### config.mk
export PLATFORM = sky130hd
export DESIGN_NAME = rdef_lane
export DESIGN_NICKNAME = d
export VERILOG_FILES = /design/src/sv/rdef_pkg.sv /design/src/sv/rdef_lane.sv
export SDC_FILE = /design/constraint.sdc
export NUM_CORES = 1
export LEC_CHECK = 0
export BUFFER_PORTS_ARGS = -buffer_cell sky130_fd_sc_hd__buf_2
export CORE_UTILIZATION = 40
export DETAILED_ROUTE_END_ITERATION = 6
export HOLD_SLACK_MARGIN = 0.12
export PLACE_DENSITY = 0.53
export SLEW_MARGIN = 40
export SYNTH_ARGS = -nofsm -noshare
export SYNTH_HDL_FRONTEND = slang
export SYNTH_SLANG_ARGS = --single-unit
### constraint.sdc
create_clock -name clk_i -period 19.8 [get_ports clk_i]
set_input_delay 1.98 -clock clk_i [delete_from_list [all_inputs] [get_ports clk_i]]
set_output_delay 1.98 -clock clk_i [all_outputs]
set_load 0.02 [all_outputs]
### src/sv/rdef_pkg.sv
// shared types and constants of the rgb directional edge filter
package rdef_pkg;

  localparam int MaxWidth  = 4096;
  localparam int MaxHeight = 4096;
  localparam int ColW      = $clog2(MaxWidth);
  localparam int DimW      = 13;
  localparam int ChanW     = 8;
  localparam int NumLanes  = 3;
  localparam int PixW      = ChanW * NumLanes;
  localparam int WinSize   = 9;
  localparam int DiffW     = ChanW + 1;
  localparam int SumW      = ChanW + 2;
  localparam int ResW      = 18;
  localparam int CfgIdxW   = 3;
  localparam int CfgDataW  = 13;
  localparam int MinDim    = 3;
  localparam int SignedOffset = 127;
  localparam int MidLevel  = 128;
  localparam int FullScale = 255;

  typedef enum logic [CfgIdxW-1:0] {
    RegFrameWidth  = 3'd0,
    RegFrameHeight = 3'd1,
    RegGain        = 3'd2,
    RegAbsMode     = 3'd3,
    RegInvert      = 3'd4
  } cfg_reg_e;

  typedef logic [ChanW-1:0] chan_t;
  typedef logic [PixW-1:0]  pix_t;
  typedef logic [ColW-1:0]  col_t;
  typedef logic [DimW-1:0]  dim_t;
  typedef pix_t  [WinSize-1:0] win_t;
  typedef chan_t [WinSize-1:0] lane_win_t;
  typedef logic signed [ResW-1:0] res_t;

  typedef struct packed {
    logic valid;
    logic emit;
    logic last;
    col_t col;
    col_t row;
  } meta_t;

endpackage

### src/sv/rdef_lane.sv
// edge value of one color channel, two register stages
module rdef_lane (
  input  logic                clk_i,
  input  logic                en_i,
  input  rdef_pkg::lane_win_t win_i,
  input  rdef_pkg::chan_t     gain_i,
  input  logic                abs_mode_i,
  input  logic                invert_i,
  output rdef_pkg::res_t      res_o
);
  import rdef_pkg::*;

  logic signed [DiffW-1:0] d [4];
  logic signed [SumW-1:0]  s [4];
  logic [DiffW-1:0] dm [4];
  logic [SumW-1:0]  sm [4];
  logic [1:0] di, si;
  logic signed [DiffW-1:0] d_sel_q;
  logic signed [SumW-1:0]  s_sel_q;

  logic signed [ResW-1:0] pd, pd_abs, pd_rnd, pd_half;
  logic signed [ResW:0]   ps, ps_abs, ps_rnd, ps_q4;
  res_t a_d, b_d, a_q, b_q;
  res_t da, db, r;
  logic [ResW-1:0] da_m, db_m;

  // differences and first largest magnitude of each set
  always_comb begin
    d[0] = $signed({1'b0, win_i[8]}) - $signed({1'b0, win_i[0]});
    d[1] = $signed({1'b0, win_i[5]}) - $signed({1'b0, win_i[3]});
    d[2] = $signed({1'b0, win_i[7]}) - $signed({1'b0, win_i[1]});
    d[3] = $signed({1'b0, win_i[2]}) - $signed({1'b0, win_i[6]});
    s[0] = $signed({2'b0, win_i[8]} + {2'b0, win_i[0]} - {1'b0, win_i[4], 1'b0});
    s[1] = $signed({2'b0, win_i[5]} + {2'b0, win_i[3]} - {1'b0, win_i[4], 1'b0});
    s[2] = $signed({2'b0, win_i[7]} + {2'b0, win_i[1]} - {1'b0, win_i[4], 1'b0});
    s[3] = $signed({2'b0, win_i[2]} + {2'b0, win_i[6]} - {1'b0, win_i[4], 1'b0});
    for (int k = 0; k < 4; k++) begin
      dm[k] = d[k][DiffW-1] ? DiffW'(-d[k]) : DiffW'(d[k]);
      sm[k] = s[k][SumW-1] ? SumW'(-s[k]) : SumW'(s[k]);
    end
    di = 2'd0;
    si = 2'd0;
    for (int k = 1; k < 4; k++) begin
      if (dm[k] > dm[di]) begin
        di = 2'(k);
      end
      if (sm[k] > sm[si]) begin
        si = 2'(k);
      end
    end
  end

  always_ff @(posedge clk_i) begin
    if (en_i) begin
      d_sel_q <= d[di];
      s_sel_q <= s[si];
    end
  end

  // gain and scaling, division truncates toward zero
  always_comb begin
    pd = $signed({1'b0, gain_i}) * d_sel_q;
    ps = $signed({1'b0, gain_i}) * s_sel_q;
    pd_abs = pd[ResW-1] ? -pd : pd;
    ps_abs = ps[ResW] ? -ps : ps;
    pd_rnd = pd + $signed({{(ResW-1){1'b0}}, pd[ResW-1]});
    pd_half = pd_rnd >>> 1;
    ps_rnd = ps + $signed({{(ResW-1){1'b0}}, ps[ResW], ps[ResW]});
    ps_q4 = ps_rnd >>> 2;
    if (abs_mode_i) begin
      a_d = pd_abs;
      b_d = res_t'(ps_abs >>> 1);
    end else begin
      a_d = pd_half + res_t'(SignedOffset);
      b_d = res_t'(ps_q4) + res_t'(SignedOffset);
    end
  end

  always_ff @(posedge clk_i) begin
    if (en_i) begin
      a_q <= a_d;
      b_q <= b_d;
    end
  end

  // pick the stronger response, then optional inversion
  always_comb begin
    da = res_t'(MidLevel) - a_q;
    db = res_t'(MidLevel) - b_q;
    da_m = da[ResW-1] ? ResW'(-da) : ResW'(da);
    db_m = db[ResW-1] ? ResW'(-db) : ResW'(db);
    if (abs_mode_i) begin
      r = (a_q > b_q) ? a_q : b_q;
    end else begin
      r = (da_m > db_m) ? a_q : b_q;
    end
    res_o = invert_i ? res_t'(FullScale) - r : r;
  end

endmodule

# --- Word-level counts from Yosys, hierarchy flattened ---
# Index checks and enable logic that the tools add are counted.
word_totals:
  register_bits: 55
  inputBits: 84
  out_inout_bits: 18
  wordCells: 99
op_classes:
  add_sub_neg: 31
  multipliers: 2
  order_cmp: 14
  muxes: 42
  bitwise: 6
op_table:
  columns: ["operator", "n"]
  rows:
  - ["two-way mux 18 bit", 9]
  - ["two-way mux 10 bit", 10]
  - ["two-way mux 9 bit", 10]
  - ["binary-select mux 10 bit (select 2 bit)", 3]
  - ["binary-select mux 9 bit (select 2 bit)", 3]
  - ["negator 18 bit", 3]
  - ["subtractor 9 x 18 -> 18 bit, first input constant", 3]
  - ["negator 10 bit", 4]
  - ["subtractor 9 x 9 -> 10 bit", 4]
  - ["adder 17 x 8 -> 18 bit, second input constant", 2]
  - ["adder 8 x 8 -> 9 bit", 4]
  - ["> comparator 18 bit", 2]
  - ["negator 9 bit", 4]
  - ["subtractor 8 x 8 -> 9 bit", 4]
  - ["> comparator 10 bit", 3]
  - ["> comparator 9 bit", 3]
  - ["adder 19 x 3 -> 19 bit", 1]
  - ["multiplier 9 x 10 -> 19 bit", 1]
  - ["two-way mux 19 bit", 1]
  - ["negator 19 bit", 1]
  - ["adder 18 x 2 -> 18 bit", 1]
  - [">= comparator 3 bit, second input constant", 6]
  - ["multiplier 9 x 9 -> 18 bit", 1]
  - ["inverter 2 -> 3 bit", 6]
  - ["2 further kinds", 6]

# --- Logic depth before layout (Yosys ltp) ---
logic_depth:
  ltp_word: 22
  mapped_depth: 43
  depth_no_buf: 42

# --- Worst setup path after synthesis ---
# No wires, ideal clock.
synth_path:
  kind: "input-to-reg"
  startpoint: "input win_i[64] (netlist name)"
  endpoint: "register d_sel_q[3], data pin"
  setup_ns: 0.260
  arrival_ns: 9.889
  t_required_ns: 19.540
  slack_ns: 9.652
  cell_stages: 40
  n_path_buf: 1
  cell_sequence: "inv_1 > ha_1 > inv_1 > fa_1 > a21o_1 > a21oi_1 > o21bai_1 > a21oi_1 > xnor2_1 > or4_1 > o21ai_0 > xor2_1 > ha_1 > nand2_1 > a21oi_1 > a221oi_1 > a41oi_1 > mux2_2 > [4 not listed] > o21a_1 > o21a_1 > o21ai_0 > a21oi_1 > nor3_2 > buf_2 > o211ai_1 > o21ai_0 > ha_1 > o21a_1 > o21a_1 > o21a_1 > o21a_1 > o21a_1 > o21a_1 > o21a_1 > o21ai_2 > mux2_2"
synth_between:
  elab_chain_len: 21
synth_lines:
  columns: ["element", "line", "source"]
  rows:
  - ["start: declaration", "rdef_lane.sv:5", "input rdef_pkg::lane_win_t win_i,"]
  - ["subtractor 8 x 8 -> 9 bit *", "rdef_lane.sv:29", "d[0] = $signed({1'b0, win_i[8]}) - $signed({1'b0, win_i[0]});"]
  - ["negator 9 bit", "rdef_lane.sv:38", "dm[k] = d[k][DiffW-1] ? DiffW'(-d[k]) : DiffW'(d[k]);"]
  - ["two-way mux 9 bit", "rdef_lane.sv:38", null]
  - ["> comparator 9 bit", "rdef_lane.sv:44", "if (dm[k] > dm[di]) begin"]
  - ["two-way mux 1 bit", "rdef_lane.sv:44", null]
  - ["inverter 2 -> 3 bit (implied by the code)", "rdef_lane.sv:44", null]
  - ["binary-select mux 9 bit (select 2 bit)", "rdef_lane.sv:44", null]
  - ["two-way mux 9 bit (implied by the code) (2 in a row)", "rdef_lane.sv:44", null]
  - ["[2 not listed]", null, null]
  - ["inverter 2 -> 3 bit (implied by the code)", "rdef_lane.sv:44", null]
  - ["binary-select mux 9 bit (select 2 bit)", "rdef_lane.sv:44", null]
  - ["two-way mux 9 bit (implied by the code) (2 in a row)", "rdef_lane.sv:44", null]
  - ["> comparator 9 bit", "rdef_lane.sv:44", null]
  - ["two-way mux 2 bit", "rdef_lane.sv:44", null]
  - ["inverter 2 -> 3 bit (implied by the code)", "rdef_lane.sv:55", "d_sel_q <= d[di];"]
  - ["binary-select mux 9 bit (select 2 bit) *", "rdef_lane.sv:55", null]
  - ["two-way mux 9 bit (implied by the code) * (2 in a row)", "rdef_lane.sv:55", null]
  - ["end signal: assignment", "rdef_lane.sv:55", null]
  - ["end: declaration", "rdef_lane.sv:18", "logic signed [DiffW-1:0] d_sel_q;"]
# Every way passes the cells marked *; elsewhere a longest branch is shown, timed or not. The select of a mux whose other input is x is not followed.
# A chain may end at the register's enable or synchronous reset.

# --- Worst setup path after layout ---
layout_path:
  startpoint: "input win_i[26] (netlist name)"
  endpoint: "register s_sel_q[1], data pin"
layout_between:
  elab_chain_len: 22
layout_lines:
  columns: ["element", "line", "source"]
  rows:
  - ["adder 8 x 8 -> 9 bit *", "rdef_lane.sv:34", "s[1] = $signed({2'b0, win_i[5]} + {2'b0, win_i[3]} - {1'b0, win_i[4], 1'b0});"]
  - ["subtractor 9 x 9 -> 10 bit *", "rdef_lane.sv:34", null]
  - ["negator 10 bit", "rdef_lane.sv:39", "sm[k] = s[k][SumW-1] ? SumW'(-s[k]) : SumW'(s[k]);"]
  - ["two-way mux 10 bit *", "rdef_lane.sv:39", null]
  - ["> comparator 10 bit", "rdef_lane.sv:47", "if (sm[k] > sm[si]) begin"]
  - ["two-way mux 1 bit", "rdef_lane.sv:47", null]
  - ["inverter 2 -> 3 bit (implied by the code)", "rdef_lane.sv:47", null]
  - ["binary-select mux 10 bit (select 2 bit)", "rdef_lane.sv:47", null]
  - ["[4 not listed]", null, null]
  - ["inverter 2 -> 3 bit (implied by the code)", "rdef_lane.sv:47", null]
  - ["binary-select mux 10 bit (select 2 bit)", "rdef_lane.sv:47", null]
  - ["two-way mux 10 bit (implied by the code) (2 in a row)", "rdef_lane.sv:47", null]
  - ["> comparator 10 bit", "rdef_lane.sv:47", null]
  - ["two-way mux 2 bit *", "rdef_lane.sv:47", null]
  - ["inverter 2 -> 3 bit (implied by the code) *", "rdef_lane.sv:56", "s_sel_q <= s[si];"]
  - ["binary-select mux 10 bit (select 2 bit) *", "rdef_lane.sv:56", null]
  - ["two-way mux 10 bit (implied by the code) * (2 in a row)", "rdef_lane.sv:56", null]
  - ["end signal: assignment", "rdef_lane.sv:56", null]
  - ["end: declaration", "rdef_lane.sv:19", "logic signed [SumW-1:0] s_sel_q;"]
# Marks and branches as above.

==> flow_summary.rst <==
.. list-table::
   :header-rows: 1

   * - Metric
     - Value
   * - Run status
     - finished clean
   * - Cell chosen for the clock root
     - clkbuf_16
   * - Area Overhead vs Synth
     - 6.793%
   * - Data required time at the worst endpoint
     - around 20 ns
   * - Number of antenna violations at the first check in global routing
     - 4
   * - Worst-Margin Slew
     - 0.8149 ns
   * - Async set-or-reset flop fraction in the synthesized netlist
     - 0%
   * - Buf/Inv on CP
     - 7
   * - Violation count after the first detailed-route iteration
     - ~700
   * - Routed Wire Length
     - 55,550 um
   * - Area of all sequential standard cells
     - 1652 um^2
   * - Die Wd
     - between 200 and 250 um
   * - Worst-case hold slack
     - 0.8921 ns
   * - Global placer's final weighted congestion
     - roughly 0.92
   * - I/O Buffers
     - between 100 and 150
   * - Fraction of layout instances using a drive strength above 1
     - 8.234%
   * - Number of core rows
     - 81
   * - Worst hold path type
     - flip-flop to flip-flop
   * - Number of max-capacitance violations reported
     - 0
   * - Fraction of synthesized cell area taken by the top area cell type
     - between 10% and 20%
   * - Worst relative slew slack
     - a little under half
   * - Clock latency reported for the late side of the worst-skew pair
     - 0.33 ns
   * - Number of nets produced by synthesis
     - slightly below 3,000
   * - Crit share post-route
     - 54.88%
   * - Setup repair after global routing missed its margin
     - false
   * - Number of hold buffers added after CTS
     - 0
   * - Cell type contributing the most total cell area after synthesis
     - ha_1
   * - Total iterations of the first detailed-routing run
     - 6
   * - Element type at the critical path start
     - input port
   * - Net total in the final layout
     - 3,006
   * - Setup violation total in the final timing report
     - 0
   * - Sequential cell area fraction in the yosys report
     - 8.349%
   * - Fillers
     - between 5,000 and 6,000
   * - Total area of multi-input combinational cells
     - 16,490 um^2
   * - Count of antenna-violating nets left after detailed routing
     - 0
   * - Count of final max-slew check failures
     - 0
   * - Worst setup margin
     - between 8 and 9 ns
   * - Number of unique standard cell types used by synthesis
     - 99
   * - Instance count of the mapped netlist
     - between 2,000 and 2,500
   * - HPWL after detailed placement
     - 48,220 um
   * - Count of buffers added by post-CTS timing repair for setup
     - 0
   * - # resized after CTS
     - 0
   * - Y dimension of the die
     - about 220 um
   * - Total Negative Setup Slacks
     - 0 ns
   * - Worst setup path class
     - input port to flip-flop
   * - Effective utilization at floorplan
     - about two fifths
   * - Average cell area after synthesis
     - around 8 um^2
   * - Total grt overflow
     - 0
   * - Core area
     - 48,850 um^2
   * - Kind of end point of the critical path
     - flip-flop
   * - Count of pins on the block boundary
     - between 100 and 150
   * - Vias in the first global route
     - around 17,000
   * - Critical path's slowest cell
     - o22ai_4
   * - Synth Register Bits
     - 55
   * - Flip-flop cell with the highest count after synthesis
     - edfxtp_1
   * - Total clock sinks
     - 55
   * - Arrival time of the worst setup path
     - 10.93 ns
   * - TritonCTS clock tree
     - done
   * - Drt via density
     - 5.315
   * - Maximum number of pins on one net before global-route repair
     - 61
   * - Clock Path Buffers
     - 2
   * - Biggest cell delay along the critical path
     - about 0.56 ns
   * - Largest cells by area after synthesis
     - ha_1, fa_1, edfxtp_1, xnor2_1, inv_1
   * - Die area
     - 50,350 um^2
   * - Number of warnings printed during yosys synthesis
     - 0
   * - Clock buffers created by TritonCTS
     - 5
   * - Overall via count from detail_route
     - 16,896
   * - Top Family by Delay on Critical Path
     - compound AO/OA/AOI/OAI gates
   * - Post-DR wirelength/cell
     - 17.47 um
   * - Clock skew after layout
     - between 0.015 and 0.02 ns
   * - Number of hold violations in the final report
     - 0
   * - Placement Setup Slack
     - around 8.7 ns
   * - Overall global routing resource usage
     - 22.19%
   * - DRC
     - 0
   * - Max Fclk
     - 92.03 MHz
   * - Wire length of the first global-routing pass
     - 89,670 um
   * - Clock transition at path regs
     - roughly 0.090 ns
   * - Biggest fanout along the worst timing path
     - 23
   * - Post-route minimum period
     - 10.87 ns
   * - Number of synthesized flops with an enable pin
     - 55
   * - CTS H-tree lvls
     - 2
   * - Mapped cell area
     - 19,780 um^2
==> metal layers <==
metal	up-vias	track usage [%]	wire length, um
met2	282	41.67	28250
met1	8043	26.06	23780
met4	6	8.251	2159
met3	88	1.777	1322
met5	-	0	34
li1	8477	-	-
==> synthesized netlist by cell type (6+ instances only) <==
cell type,count
ha_1,268
a211oi_1,15
nor3b_1,6
nand4_1,26
nand2b_1,27
o31ai_1,24
o21ai_1,10
a31oi_1,21
a21o_1,41
clkbuf_1,54
nor4_1,11
nor2_1,140
mux2_2,26
nor3_1,37
mux2i_1,56
o21a_1,46
nand2_1,202
nor2b_1,28
o21bai_1,21
inv_1,372
xor2_1,92
a21oi_1,127
a211o_1,6
and3_1,16
and2_1,79
buf_2,10
xnor2_1,184
nand3_1,44
or2_2,8
or4_1,6
o21ai_0,92
or3_1,15
fa_1,141
o211ai_1,17
edfxtp_1,55
==> layout make-up <==
cell class / instances / area share, %
Multi-Input combinational cell: 1964 / 78.07
Sequential cell: 55 / 7.818
Inverter: 375 / 6.663
Tap cell: 664 / 3.932
Timing Repair Buffer: 112 / 2.784
Clock buffer: 5 / 0.5922
Clock inverter: 3 / 0.1303
Antenna cell: 1 / 0.01184
==> cells in the final DEF, fill, tap and decap left out, types with 15 or more instances in the layout <==
cell type  count
a21oi_1      127
nor2b_1       28
a21o_1        41
nor2_1       140
o21a_1        46
and2_1        79
xor2_1        91
a211oi_1      15
mux2_2        26
nand4_1       26
o21bai_1      21
mux2i_1       56
xnor2_1      183
inv_1        371
ha_1         268
nand2b_1      27
a31oi_1       21
o211ai_1      17
edfxtp_1      55
nand2_1      202
or3_1         15
o31ai_1       23
fa_1         141
nand3_1       44
o21ai_0       92
buf_2        101
and3_1        16
nor3_1        36
==> worst register-to-register path: cells and delay by family (launching register included) <==
family	cells	cell delay, ns
adder cells (fa/ha/maj)	7	3.35
multiplexers	1	0.31
buffers and inverters	5	0.88
flip-flops	1	0.51
AO/OA/AOI/OAI	5	1.10
AND/OR/NAND/NOR	9	1.96
XOR/XNOR	1	0.18
==> flip-flops by register name, summed over array words and instances, names as in the netlist <==
signal	count
a_q	18
b_q	18
s_sel_q	10
d_sel_q	9
==> final timing paths <==
check	start	to	slack (ns)	cells past startpoint
max reg2reg	s_sel_q[9]	b_q[14]	11.26	28
min reg2reg	d_sel_q[0]	a_q[0]	0.89	2
min	d_sel_q[0]	a_q[0]	0.89	2
max	win_i[26]	s_sel_q[1]	8.93	41
==> per-stage QoR <==
step	utilization [%]	cells	cell area [um^2]
after floorplan	-	2464	19780
after global placement	42.86	3170	20940
after detailed placement	42.91	3170	20960
after CTS	43.22	3178	21110
after global routing	43.24	3178	21120
final	43.25	3179	21130
==> cell families (layout without fill, tap and decap cells) <==
family | after synthesis | in the layout | synth area share (%)
AOI/OAI and AO/OA | 503 | 503 | 17.06
adders and majority gates | 409 | 409 | 31.22
other | 0 | 1 | 0
xor gates and xnor gates | 284 | 284 | 12.88
DFF | 55 | 55 | 8.349
and+or+nand+nor | 686 | 686 | 17.59
buffers and inverters | 445 | 495 | 8.589
muxes | 82 | 82 | 4.313
Power is left out: the tool's default activity adds up to more than one toggle a clock period on the data nets, which glitch-free logic cannot reach.
